===== src/csc_pkg.sv =====
`default_nettype none
// ----------------------------------------------------------------------------
// csc_pkg: shared types and constants for the coil sensitivity combiner
// Field widths, accumulator widths, the sequencer state type and the
// operation codes of the shared multiply-accumulate unit.
// ----------------------------------------------------------------------------
package csc_pkg;

    localparam int SAMPLE_W = 16;
    localparam int PROD_W   = 2 * SAMPLE_W;
    localparam int ACC_W    = 38;
    localparam int ROOT_W   = ACC_W / 2;
    localparam int PIX_W    = 19;
    localparam int SQRT_CW  = $clog2(ROOT_W);
    localparam int DIV_CW   = $clog2(ACC_W);

    localparam logic [ACC_W-1:0] PIX_POS_LIMIT = ACC_W'((1 << (PIX_W - 1)) - 1);
    localparam logic [ACC_W-1:0] PIX_NEG_LIMIT = ACC_W'(1 << (PIX_W - 1));
    localparam logic signed [PIX_W-1:0] PIX_MAX = PIX_W'((1 << (PIX_W - 1)) - 1);
    localparam logic signed [PIX_W-1:0] PIX_MIN = PIX_W'(1 << (PIX_W - 1));

    typedef enum logic [2:0] {
        MAC_RR,
        MAC_II,
        MAC_IR,
        MAC_RI,
        MAC_NR,
        MAC_NI
    } mac_op_t;

    typedef enum logic [2:0] {
        ST_IDLE,
        ST_MAC,
        ST_SQRT,
        ST_DIV_RE,
        ST_DIV_IM,
        ST_FINISH
    } state_t;

endpackage : csc_pkg
`default_nettype wire


===== src/csc_mac.sv =====
`default_nettype none
// ----------------------------------------------------------------------------
// csc_mac: shared multiply-accumulate unit
// One 16x16 multiplier stepped through six products per channel; the
// registered product is added into the complex sum or the norm sum.
// ----------------------------------------------------------------------------
module csc_mac (
    input  wire logic                                aclk,
    input  wire logic                                aresetn,
    input  wire logic                                start,
    input  wire logic                                clear,
    input  wire logic signed [csc_pkg::SAMPLE_W-1:0] sample_re,
    input  wire logic signed [csc_pkg::SAMPLE_W-1:0] sample_im,
    input  wire logic signed [csc_pkg::SAMPLE_W-1:0] sens_re,
    input  wire logic signed [csc_pkg::SAMPLE_W-1:0] sens_im,
    output logic                                     done,
    output logic signed [csc_pkg::ACC_W-1:0]         acc_re,
    output logic signed [csc_pkg::ACC_W-1:0]         acc_im,
    output logic        [csc_pkg::ACC_W-1:0]         norm
);
    import csc_pkg::*;

    logic signed [SAMPLE_W-1:0] sr_reg, si_reg, cr_reg, ci_reg;
    logic                       run_reg;
    mac_op_t                    op_reg;
    mac_op_t                    pop_reg;
    logic                       pvld_reg;
    logic                       done_reg;
    logic signed [PROD_W-1:0]   prod_reg;
    logic signed [ACC_W-1:0]    acc_re_reg, acc_im_reg;
    logic        [ACC_W-1:0]    norm_reg;

    logic signed [SAMPLE_W-1:0] mul_a, mul_b;
    logic signed [PROD_W-1:0]   mul_p;
    logic signed [ACC_W-1:0]    prod_ext;
    mac_op_t                    op_next;

    always_comb begin
        case (op_reg)
            MAC_RR: begin mul_a = sr_reg; mul_b = cr_reg; op_next = MAC_II; end
            MAC_II: begin mul_a = si_reg; mul_b = ci_reg; op_next = MAC_IR; end
            MAC_IR: begin mul_a = si_reg; mul_b = cr_reg; op_next = MAC_RI; end
            MAC_RI: begin mul_a = sr_reg; mul_b = ci_reg; op_next = MAC_NR; end
            MAC_NR: begin mul_a = cr_reg; mul_b = cr_reg; op_next = MAC_NI; end
            MAC_NI: begin mul_a = ci_reg; mul_b = ci_reg; op_next = MAC_NI; end
            default: begin mul_a = sr_reg; mul_b = cr_reg; op_next = MAC_RR; end
        endcase
        mul_p    = mul_a * mul_b;
        prod_ext = {{(ACC_W - PROD_W){prod_reg[PROD_W-1]}}, prod_reg};
    end

    always_ff @(posedge aclk) begin
        if (start) begin
            sr_reg <= sample_re;
            si_reg <= sample_im;
            cr_reg <= sens_re;
            ci_reg <= sens_im;
        end
        if (run_reg) begin
            prod_reg <= mul_p;
            pop_reg  <= op_reg;
        end
    end

    always_ff @(posedge aclk) begin
        if (!aresetn) begin
            run_reg  <= 1'b0;
            op_reg   <= MAC_RR;
            pvld_reg <= 1'b0;
            done_reg <= 1'b0;
        end else begin
            pvld_reg <= run_reg;
            done_reg <= pvld_reg && (pop_reg == MAC_NI);
            if (start) begin
                run_reg <= 1'b1;
                op_reg  <= MAC_RR;
            end else if (run_reg) begin
                op_reg <= op_next;
                if (op_reg == MAC_NI) begin
                    run_reg <= 1'b0;
                end
            end
        end
    end

    always_ff @(posedge aclk) begin
        if (!aresetn || clear) begin
            acc_re_reg <= '0;
            acc_im_reg <= '0;
            norm_reg   <= '0;
        end else if (pvld_reg) begin
            case (pop_reg)
                MAC_RR, MAC_II: acc_re_reg <= acc_re_reg + prod_ext;
                MAC_IR:         acc_im_reg <= acc_im_reg + prod_ext;
                MAC_RI:         acc_im_reg <= acc_im_reg - prod_ext;
                MAC_NR, MAC_NI: norm_reg   <= norm_reg + ACC_W'(unsigned'(prod_ext));
                default:        acc_re_reg <= acc_re_reg;
            endcase
        end
    end

    assign done   = done_reg;
    assign acc_re = acc_re_reg;
    assign acc_im = acc_im_reg;
    assign norm   = norm_reg;

endmodule : csc_mac
`default_nettype wire


===== src/csc_sqrt.sv =====
`default_nettype none
// ----------------------------------------------------------------------------
// csc_sqrt: iterative integer square root
// Digit-by-digit floor square root, two radicand bits per cycle.
// ----------------------------------------------------------------------------
module csc_sqrt (
    input  wire logic                         aclk,
    input  wire logic                         aresetn,
    input  wire logic                         start,
    input  wire logic [csc_pkg::ACC_W-1:0]    radicand,
    output logic                              done,
    output logic      [csc_pkg::ROOT_W-1:0]   root
);
    import csc_pkg::*;

    localparam int REM_W = ROOT_W + 2;
    localparam int SH_W  = REM_W + 2;

    logic                run_reg;
    logic                done_reg;
    logic [SQRT_CW-1:0]  cnt_reg;
    logic [ACC_W-1:0]    rad_reg;
    logic [REM_W-1:0]    rem_reg;
    logic [ROOT_W-1:0]   root_reg;

    logic [SH_W-1:0]     rem_sh;
    logic [SH_W-1:0]     trial;
    logic                ge;
    logic [SH_W-1:0]     rem_diff;

    always_comb begin
        rem_sh   = {rem_reg, rad_reg[ACC_W-1 -: 2]};
        trial    = {2'b00, root_reg, 2'b01};
        ge       = rem_sh >= trial;
        rem_diff = ge ? (rem_sh - trial) : rem_sh;
    end

    always_ff @(posedge aclk) begin
        if (start) begin
            rad_reg  <= radicand;
            rem_reg  <= '0;
            root_reg <= '0;
        end else if (run_reg) begin
            rad_reg  <= {rad_reg[ACC_W-3:0], 2'b00};
            rem_reg  <= rem_diff[REM_W-1:0];
            root_reg <= {root_reg[ROOT_W-2:0], ge};
        end
    end

    always_ff @(posedge aclk) begin
        if (!aresetn) begin
            run_reg  <= 1'b0;
            done_reg <= 1'b0;
            cnt_reg  <= '0;
        end else begin
            done_reg <= 1'b0;
            if (start) begin
                run_reg <= 1'b1;
                cnt_reg <= SQRT_CW'(ROOT_W - 1);
            end else if (run_reg) begin
                cnt_reg <= cnt_reg - 1'b1;
                if (cnt_reg == '0) begin
                    run_reg  <= 1'b0;
                    done_reg <= 1'b1;
                end
            end
        end
    end

    assign done = done_reg;
    assign root = root_reg;

endmodule : csc_sqrt
`default_nettype wire


===== src/csc_div.sv =====
`default_nettype none
// ----------------------------------------------------------------------------
// csc_div: iterative signed divide with saturation
// Restoring divide of a signed sum by the root, one quotient bit per cycle,
// truncating toward zero and clamping to the pixel range.
// ----------------------------------------------------------------------------
module csc_div (
    input  wire logic                                aclk,
    input  wire logic                                aresetn,
    input  wire logic                                start,
    input  wire logic signed [csc_pkg::ACC_W-1:0]    dividend,
    input  wire logic        [csc_pkg::ROOT_W-1:0]   divisor,
    output logic                                     done,
    output logic signed [csc_pkg::PIX_W-1:0]         quot,
    output logic                                     sat
);
    import csc_pkg::*;

    logic                run_reg;
    logic                done_reg;
    logic [DIV_CW-1:0]   cnt_reg;
    logic                neg_reg;
    logic [ACC_W-1:0]    dvd_reg;
    logic [ROOT_W-1:0]   den_reg;
    logic [ROOT_W-1:0]   rem_reg;

    logic [ACC_W-1:0]    mag;
    logic [ROOT_W:0]     rem_sh;
    logic                ge;
    logic [ROOT_W:0]     rem_diff;
    logic [PIX_W-1:0]    q_low;

    always_comb begin
        mag      = dividend[ACC_W-1] ? (~unsigned'(dividend) + 1'b1) : unsigned'(dividend);
        rem_sh   = {rem_reg, dvd_reg[ACC_W-1]};
        ge       = rem_sh >= {1'b0, den_reg};
        rem_diff = ge ? (rem_sh - {1'b0, den_reg}) : rem_sh;
        q_low    = dvd_reg[PIX_W-1:0];
        if (neg_reg) begin
            sat  = dvd_reg > PIX_NEG_LIMIT;
            quot = sat ? PIX_MIN : signed'(~q_low + 1'b1);
        end else begin
            sat  = dvd_reg > PIX_POS_LIMIT;
            quot = sat ? PIX_MAX : signed'(q_low);
        end
    end

    always_ff @(posedge aclk) begin
        if (start) begin
            neg_reg <= dividend[ACC_W-1];
            dvd_reg <= mag;
            den_reg <= divisor;
            rem_reg <= '0;
        end else if (run_reg) begin
            dvd_reg <= {dvd_reg[ACC_W-2:0], ge};
            rem_reg <= rem_diff[ROOT_W-1:0];
        end
    end

    always_ff @(posedge aclk) begin
        if (!aresetn) begin
            run_reg  <= 1'b0;
            done_reg <= 1'b0;
            cnt_reg  <= '0;
        end else begin
            done_reg <= 1'b0;
            if (start) begin
                run_reg <= 1'b1;
                cnt_reg <= DIV_CW'(ACC_W - 1);
            end else if (run_reg) begin
                cnt_reg <= cnt_reg - 1'b1;
                if (cnt_reg == '0) begin
                    run_reg  <= 1'b0;
                    done_reg <= 1'b1;
                end
            end
        end
    end

    assign done = done_reg;

endmodule : csc_div
`default_nettype wire


===== src/coil_sensitivity_combine.sv =====
`default_nettype none
// ----------------------------------------------------------------------------
// coil_sensitivity_combine: sensitivity-weighted complex coil combination
// Accepts one item per coil channel on s_ (sample and Q1.15 sensitivity).
// Each channel runs six products through one shared multiplier: s_ready
// stays low until they are summed, so a channel is taken only once the
// last one is through. An item with s_last_channel ends the pixel: a
// square root of the norm, then divides of the two complex sums by the
// root, which a zero norm skips; the products are skipped when the last
// channel is an excess one.
// Channels beyond CHANNELS are dropped from the sums and flag overflow;
// saturated parts also flag overflow. A zero norm gives a zero pixel and
// m_zero_norm. The result waits in an output register: the next pixel's
// channels are accepted while it stalls, and the block only holds at the
// end of the next pixel until m_ready takes the waiting item.
// Reset (aresetn low, synchronous) clears the sums, the channel count and
// the output valid.
// ----------------------------------------------------------------------------
module coil_sensitivity_combine #(
    parameter int CHANNELS = 32
) (
    input  wire logic                                 aclk,
    input  wire logic                                 aresetn,
    input  wire logic                                 s_valid,
    output logic                                      s_ready,
    input  wire logic signed [csc_pkg::SAMPLE_W-1:0]  s_sample_re,
    input  wire logic signed [csc_pkg::SAMPLE_W-1:0]  s_sample_im,
    input  wire logic signed [csc_pkg::SAMPLE_W-1:0]  s_sens_re,
    input  wire logic signed [csc_pkg::SAMPLE_W-1:0]  s_sens_im,
    input  wire logic                                 s_last_channel,
    output logic                                      m_valid,
    input  wire logic                                 m_ready,
    output logic signed [csc_pkg::PIX_W-1:0]          m_pixel_re,
    output logic signed [csc_pkg::PIX_W-1:0]          m_pixel_im,
    output logic                                      m_zero_norm,
    output logic                                      m_overflow
);
    import csc_pkg::*;

    localparam int CNT_W = $clog2(CHANNELS + 1);

    state_t                  state_reg, state_next;
    logic [CNT_W-1:0]        cnt_reg;
    logic                    excess_reg;
    logic                    last_reg;
    logic signed [PIX_W-1:0] pix_re_reg;
    logic                    sat_re_reg;
    logic                    m_valid_reg;
    logic signed [PIX_W-1:0] m_pixel_re_reg, m_pixel_im_reg;
    logic                    m_zero_reg, m_ovf_reg;

    logic                    accept;
    logic                    excess_hit;
    logic                    out_free;
    logic                    root_zero;
    logic                    mac_start, mac_done;
    logic                    sqrt_start, sqrt_done;
    logic                    div_start, div_done, div_sel_im;
    logic                    cap_re, out_load;
    logic signed [ACC_W-1:0] acc_re, acc_im;
    logic        [ACC_W-1:0] norm;
    logic        [ROOT_W-1:0] root;
    logic signed [PIX_W-1:0] div_quot;
    logic                    div_sat;

    csc_mac u_mac (
        .aclk      (aclk),
        .aresetn   (aresetn),
        .start     (mac_start),
        .clear     (out_load),
        .sample_re (s_sample_re),
        .sample_im (s_sample_im),
        .sens_re   (s_sens_re),
        .sens_im   (s_sens_im),
        .done      (mac_done),
        .acc_re    (acc_re),
        .acc_im    (acc_im),
        .norm      (norm)
    );

    csc_sqrt u_sqrt (
        .aclk     (aclk),
        .aresetn  (aresetn),
        .start    (sqrt_start),
        .radicand (norm),
        .done     (sqrt_done),
        .root     (root)
    );

    csc_div u_div (
        .aclk     (aclk),
        .aresetn  (aresetn),
        .start    (div_start),
        .dividend (div_sel_im ? acc_im : acc_re),
        .divisor  (root),
        .done     (div_done),
        .quot     (div_quot),
        .sat      (div_sat)
    );

    assign accept     = s_valid && s_ready;
    assign excess_hit = cnt_reg >= CNT_W'(CHANNELS);
    assign out_free   = !m_valid_reg || m_ready;
    assign root_zero  = root == '0;

    always_comb begin
        state_next = state_reg;
        case (state_reg)
            ST_IDLE: begin
                if (accept) begin
                    if (!excess_hit) begin
                        state_next = ST_MAC;
                    end else if (s_last_channel) begin
                        state_next = ST_SQRT;
                    end
                end
            end
            ST_MAC: begin
                if (mac_done) begin
                    state_next = last_reg ? ST_SQRT : ST_IDLE;
                end
            end
            ST_SQRT: begin
                if (sqrt_done) begin
                    state_next = root_zero ? ST_FINISH : ST_DIV_RE;
                end
            end
            ST_DIV_RE: begin
                if (div_done) begin
                    state_next = ST_DIV_IM;
                end
            end
            ST_DIV_IM: begin
                if (div_done) begin
                    state_next = ST_FINISH;
                end
            end
            ST_FINISH: begin
                if (out_free) begin
                    state_next = ST_IDLE;
                end
            end
            default: state_next = ST_IDLE;
        endcase
    end

    always_comb begin
        s_ready    = state_reg == ST_IDLE;
        mac_start  = 1'b0;
        sqrt_start = 1'b0;
        div_start  = 1'b0;
        div_sel_im = 1'b0;
        cap_re     = 1'b0;
        out_load   = 1'b0;
        case (state_reg)
            ST_IDLE: begin
                mac_start  = accept && !excess_hit;
                sqrt_start = accept && excess_hit && s_last_channel;
            end
            ST_MAC: begin
                sqrt_start = mac_done && last_reg;
            end
            ST_SQRT: begin
                div_start = sqrt_done && !root_zero;
            end
            ST_DIV_RE: begin
                div_start  = div_done;
                div_sel_im = 1'b1;
                cap_re     = div_done;
            end
            ST_FINISH: begin
                out_load = out_free;
            end
            default: begin
                s_ready = 1'b0;
            end
        endcase
    end

    always_ff @(posedge aclk) begin
        if (accept) begin
            last_reg <= s_last_channel;
        end
        if (cap_re) begin
            pix_re_reg <= div_quot;
            sat_re_reg <= div_sat;
        end
        if (out_load) begin
            m_pixel_re_reg <= root_zero ? '0 : pix_re_reg;
            m_pixel_im_reg <= root_zero ? '0 : div_quot;
            m_zero_reg     <= root_zero;
            m_ovf_reg      <= excess_reg || (!root_zero && (sat_re_reg || div_sat));
        end
    end

    always_ff @(posedge aclk) begin
        if (!aresetn) begin
            state_reg   <= ST_IDLE;
            cnt_reg     <= '0;
            excess_reg  <= 1'b0;
            m_valid_reg <= 1'b0;
        end else begin
            state_reg <= state_next;
            if (out_load) begin
                cnt_reg    <= '0;
                excess_reg <= 1'b0;
            end else if (accept) begin
                if (excess_hit) begin
                    excess_reg <= 1'b1;
                end else begin
                    cnt_reg <= cnt_reg + 1'b1;
                end
            end
            if (out_load) begin
                m_valid_reg <= 1'b1;
            end else if (m_ready) begin
                m_valid_reg <= 1'b0;
            end
        end
    end

    assign m_valid     = m_valid_reg;
    assign m_pixel_re  = m_pixel_re_reg;
    assign m_pixel_im  = m_pixel_im_reg;
    assign m_zero_norm = m_zero_reg;
    assign m_overflow  = m_ovf_reg;

endmodule : coil_sensitivity_combine
`default_nettype wire

===== config.mk =====
export PLATFORM = sky130hd
export DESIGN_NAME = coil_sensitivity_combine
export DESIGN_NICKNAME = d
export VERILOG_FILES = /design/src/csc_pkg.sv /design/src/csc_mac.sv /design/src/csc_sqrt.sv /design/src/csc_div.sv /design/src/coil_sensitivity_combine.sv
export SDC_FILE = /design/constraint.sdc
export NUM_CORES = 2
export LEC_CHECK = 0
export BUFFER_PORTS_ARGS = -buffer_cell sky130_fd_sc_hd__clkbuf_2
export CORE_MARGIN = 4
export CORE_UTILIZATION = 57
export CTS_CLUSTER_SIZE = 40
export DETAILED_ROUTE_END_ITERATION = 8
export PLACE_DENSITY = 0.75
export SLEW_MARGIN = 20
export SYNTH_ARGS = -nofsm -noshare
export SYNTH_HDL_FRONTEND = slang
export SYNTH_HIERARCHICAL = 1
export SYNTH_SLANG_ARGS = --single-unit
export TNS_END_PERCENT = 50

===== constraint.sdc =====
create_clock -name aclk -period 10.2 [get_ports aclk]
set_input_delay 1.02 -clock aclk [delete_from_list [all_inputs] [get_ports aclk]]
set_output_delay 1.02 -clock aclk [all_outputs]
set_load 0.1 [all_outputs]

# --- Yosys cells after proc, flatten, opt, wreduce, memory -nomap -nowiden ---
# Index checks and enable logic that the tools add are counted.
totals:
  in_bits: 69
  reg_bits: 461
  output_inout_bits: 42
  word_cells: 178
classes:
  reduce_logical: 43
  order_cmp: 5
  multipliers: 1
  add_sub_neg: 11
  bitwise: 6
  n_mux: 51
  n_eq_ne: 22
op_table:
  columns: ["operator", "n"]
  rows:
  - ["2-to-1 mux 38 bit", 6]
  - ["adder 38 x 32 -> 38 bit", 2]
  - ["2-to-1 mux 19 bit", 4]
  - ["one-hot mux 38 bit (2 select lines)", 1]
  - ["one-hot mux 16 bit (3 select lines)", 1]
  - ["adder 38 x 1 -> 38 bit, second input constant", 1]
  - ["adder 38 bit", 1]
  - ["greater-than comparator 38 x 18 -> 1 bit, second input constant", 1]
  - ["greater-than comparator 38 x 19 -> 1 bit, second input constant", 1]
  - ["NOT 38 bit", 1]
  - ["subtractor 38 x 32 -> 38 bit", 1]
  - ["multiplier 16 x 16 -> 32 bit", 1]
  - ["2-to-1 mux 3 bit", 9]
  - ["greater-or-equal comparator 23 x 21 -> 1 bit", 1]
  - ["2-to-1 mux 21 bit", 1]
  - ["subtractor 21 bit", 1]
  - ["greater-or-equal comparator 20 x 19 -> 1 bit", 1]
  - ["adder 19 x 1 -> 19 bit, second input constant", 1]
  - ["logical NOT 19 bit", 1]
  - ["2-to-1 mux 1 bit", 19]
  - ["NOT 19 bit", 1]
  - ["subtractor 19 bit", 1]
  - ["== test 3 x 2 -> 1 bit, second input constant", 6]
  - ["== test 3 bit, second input constant", 6]
  - ["27 further kinds", 70]

# --- Longest topological paths before layout ---
depth:
  ltp_word: 7
  mapped_depth: 34

# --- By module ---
# The synthesis kept the hierarchy.
modules_own_cells:
  columns: ["module", "seq_area_each_um2", "cells_per_inst", "area_each_um2", "instances"]
  rows:
  - ["csc_mac", 5375.2, 2746, 23999.3, 1]
  - ["csc_div", 2282.2, 665, 5925.7, 1]
  - ["csc_sqrt", 2082.0, 440, 4600.7, 1]
  - ["coil_sensitivity_combine", 2052.0, 239, 3308.2, 1]

# --- Worst setup path after synthesis ---
# Ideal clock, no wire load.
synth_timing:
  path_type: "reg-to-reg"
  startpoint: "reg u_mac.op_reg[1]"
  endpoint: "reg u_mac.prod_reg[24] (data pin)"
  setup_ps: 259
  period_less_slack_ps: 7753
  t_arrival_ps: 7494
  t_required_ps: 9941
  stages_incl_launch_ff: 29
  path_slack_ps: 2447
  cell_sequence: "dfxtp_1 clkbuf_1 a21boi_1 clkbuf_1 mux2i_1 clkbuf_1 nor2_1 fa_1 inv_1 fa_1 fa_1 fa_1 inv_1 fa_1 inv_1 fa_1 inv_1 ha_1 and3_1 a31oi_1 o21ai_0 a21oi_1 o22ai_1 o31ai_1 nor2b_1 nor3_1 a2111o_1 a21oi_1 xnor2_1"
synth_between:
  elab_chain_len: 4
synth_lines:
  columns: ["element", "line_no", "rtl"]
  rows:
  - ["start, declared", "csc_mac.sv:25", "mac_op_t op_reg;"]
  - ["start signal, assigned", "csc_mac.sv:78", "op_reg <= op_next;"]
  - ["== test 3 x 1 -> 1 bit (tied with other cells)", "csc_mac.sv:39", "case (op_reg)"]
  - ["OR reduction 2 bit (no line) or OR reduction 3 bit (tied branches)", null, null]
  - ["one-hot mux 16 bit (3 select lines) or 2-to-1 mux 16 bit (tied branches)", "csc_mac.sv:39", null]
  - ["multiplier 16 x 16 -> 32 bit (*)", "csc_mac.sv:48", "mul_p = mul_a * mul_b;"]
  - ["via u_mac.mul_p[24]", "csc_mac.sv:34", "logic signed [PROD_W-1:0] mul_p;"]
  - ["end signal, assigned", "csc_mac.sv:60", "prod_reg <= mul_p;"]
  - ["end, declared", "csc_mac.sv:29", "logic signed [PROD_W-1:0] prod_reg;"]
# Mark *: on every way through the listed nets, which the timed path passes. The rest lies on a longest branch.
# A chain may end at the register's enable or synchronous reset.

# --- Worst setup path in the final report ---
layout_timing:
  startpoint: "reg u_mac.op_reg[0]"
  endpoint: "reg u_mac.prod_reg[24] (data pin)"
# Same word-level chain as after synthesis.

==> reports/metrics.cfg <==
[route]
avgViaCountPerCell=5.772
wl_per_cell_um=17.50
drt_iter0_drc=1963
drc=0
drt_pre_antenna_iters=6
ant_nets=0
routed_wl_um=88230
vias=29100

[floorplan]
die_h_um=265.6
io_pins=111
die_area_sq_um=70560
die_w_um=265.6
rows=94
start_util_pct=57.55
core_sq_um=65750

[placement]
place_congestion=0.9246
placedCellCount=4947
place_hpwl_um=66450
detailedPlace.worstSlack_ps=1548
place_area_sq_um=39190
port_buffers=110

[setup_path]
ff2ff_setup_slack_ps=1510
r2r_end=u_mac/prod_reg[24]
end_kind=register
r2r_cells=27
critPathTopFamily=adder cells
cpMaxStageDelayCell=dfxtp_2
worstReg2RegStart=u_mac/op_reg[0]
crit_arrival_ps=9020
cpMostUsedCell=fa_1
slowest_delay_ps=930
path_buf_inv=6
crit_type=reg2reg
cp.required_ps=10530
worstSetupStartpointType=register
worst-path-max-fanout=40

[sta]
setup_viol=0
slew_violations=0
clock_skew_ps=62.17
rsz0062_at_grt=false
setup_slack_ps=1514
hold_viol_final=0
post-route-period-util_pct=85.15
final.setup.tns_ps=0
tightest_slew_ps=1118
slew_headroom_pct=25.47
period_needed_ps=8686
fmax_ghz=0.1151

[grt]
grt_max_degree=97
grt_pass1_wl_um=145300
grt.overflow.total=0
antenna_found_initial=1
grt_pass1_vias=28730
grt.total_usage_pct=24.76

[clock_network]
post-cts-setup-buffers=0
cts_resized=0
tritoncts=done
cts-htree-levels=2
root_buffer=clkbuf_16
cts_buffer_depth=3
postCtsHoldBufs=0
clk_pin_slew_ps=60
clk_latency_ps=640
cts_sinks=461
cts_made_buffers=50

[cells_and_area]
nNetsFinal=4712
syn2layout_area_growth_pct=8.175
layout-drive-gt1-share_pct=9.887
final_cell_count_no_fill=5041
diodes=0
finalInstanceArea_sq_um=40930

[hold_path]
whs_path_depth=2
holdCritStartpoint=u_mac/acc_im[21]
hold_class=reg2reg
holdPathEnd=u_mac/acc_im[21]

[run]
maxCapViolations=0

[synthesis]
yosys.area.top_type_share_pct=20.32
yosysWarnings=6
synth_area_sq_um=37830
synth_ff_type=edfxtp_1
avgSynthCellArea_sq_um=9.250
synth_cell_types=98
yosys.area.top_type=edfxtp_1
ys_async_sr_fraction_pct=0
synthCells=4090
synthTopCellsByArea=edfxtp_1 20%, fa_1 14%, dfxtp_1 11%
synth_edf_count=256
ys_seq_area_share_pct=31.17
synth_fp_nets=4667
synth_seq_cells=461

[status]
status=finished, final reports clean

-- Yosys cell counts, types with 14 or more instances --
cell type,instances
nand2b_1,42
inv_1,464
edfxtp_1,256
o211ai_1,28
and2_1,29
a31oi_1,37
nand3_1,75
or4_1,17
clkbuf_1,130
o21ai_1,18
nand2_1,417
ha_1,242
nor4_1,16
xor2_1,93
dfxtp_1,205
nor3_1,53
mux2i_1,61
o22ai_1,23
mux2_2,115
a21o_1,96
o21bai_1,29
o21a_1,37
and3_1,17
xnor2_1,135
nand4_1,28
o21ai_0,151
or2_2,16
or3_1,31
fa_1,266
nor2b_1,70
a311oi_1,14
a211oi_1,31
o31ai_1,20
nor2_1,341
a21oi_1,289
-- worst min-delay path: stages (launching register included) --
cell	delay, ps
dfxtp_1	320
nand2_1	60
a21oi_1	50
-- cell type report --
cell class	count	area (sq um)
multi-input cells	3010	23740
flip-flops and latches	461	11800
well taps	864	1081
inverters	464	1742
repair buffers	148	835.8
clock inverters	37	426.7
fillers	5396	24820
clock buffers	57	1308
-- layer usage --
layer | vias to the layer above | share of wire (%) | GRT usage [%]
met5 | - | 0 | 0
met4 | 0 | 3.5 | 8.777
met3 | 184 | 5.4 | 2.904
met2 | 860 | 47 | 41.75
met1 | 13860 | 44 | 33.33
li1 | 14200 | - | -
-- logic make-up (layout without fill, tap and decap cells) --
logic type	count (synthesis)	after routing	share of synthesized area (%)
and+or+nand+nor	1205	1205	14.92
AOI/OAI and AO/OA	892	892	15.25
buffers and inverters	619	706	6.247
adders and majority gates	508	508	22.08
DFF	461	461	31.17
xor gates and xnor gates	228	228	5.278
muxes	177	177	5.066
-- cells in the final DEF, fill, tap and decap left out, types with 16 or more instances in the layout --
master | netlist | layout
clkbuf_2 | 0 | 110
or4_1 | 17 | 17
mux2_2 | 115 | 115
a211oi_1 | 31 | 31
nand2_1 | 417 | 417
nor3_1 | 53 | 53
o21bai_1 | 29 | 29
o21ai_1 | 18 | 18
clkbuf_16 | 0 | 50
or2_2 | 16 | 16
o21ai_0 | 151 | 151
mux2i_1 | 61 | 59
a21oi_1 | 289 | 288
o31ai_1 | 20 | 20
ha_1 | 242 | 242
a21o_1 | 96 | 96
o22ai_1 | 23 | 23
nand3_1 | 75 | 75
fa_1 | 266 | 266
nor2_1 | 341 | 339
o21a_1 | 37 | 37
a31oi_1 | 37 | 37
nand2b_1 | 42 | 41
xor2_1 | 93 | 93
xnor2_1 | 135 | 135
o211ai_1 | 28 | 28
nor4_1 | 16 | 16
dfxtp_1 | 205 | 202
and2_1 | 29 | 29
and3_1 | 17 | 17
nand4_1 | 28 | 28
buf_4 | 1 | 38
or3_1 | 31 | 31
nor2b_1 | 70 | 69
inv_1 | 464 | 464
edfxtp_1 | 256 | 256
-- per-stage QoR --
stage | util, % | hold WS [ps]
finish | 62.25 | 469.8
global route | 62.25 | 484.6
global placement | 59.60 | 455.8
detailed placement | 59.60 | 462.2
CTS | 62.24 | 471.0
floorplan | - | 406.4
-- worst max path at each step --
stage | startpoint | end | slack [ps] | depth (start not counted)
floorplan | u_mac/op_reg[1] | u_mac/prod_reg[24] | 2450 | 28
detailed placement | u_mac/op_reg[0] | u_mac/prod_reg[24] | 1550 | 27
global placement | u_mac/op_reg[0] | u_mac/prod_reg[24] | 1690 | 27
CTS | u_mac/op_reg[0] | u_mac/prod_reg[24] | 1520 | 27
global route | u_mac/op_reg[1] | u_mac/prod_reg[24] | 960 | 29
finish | u_mac/op_reg[0] | u_mac/prod_reg[24] | 1510 | 27
Power is left out: the tool's default activity adds up to more than one toggle a clock period on the data nets, which glitch-free logic cannot reach.
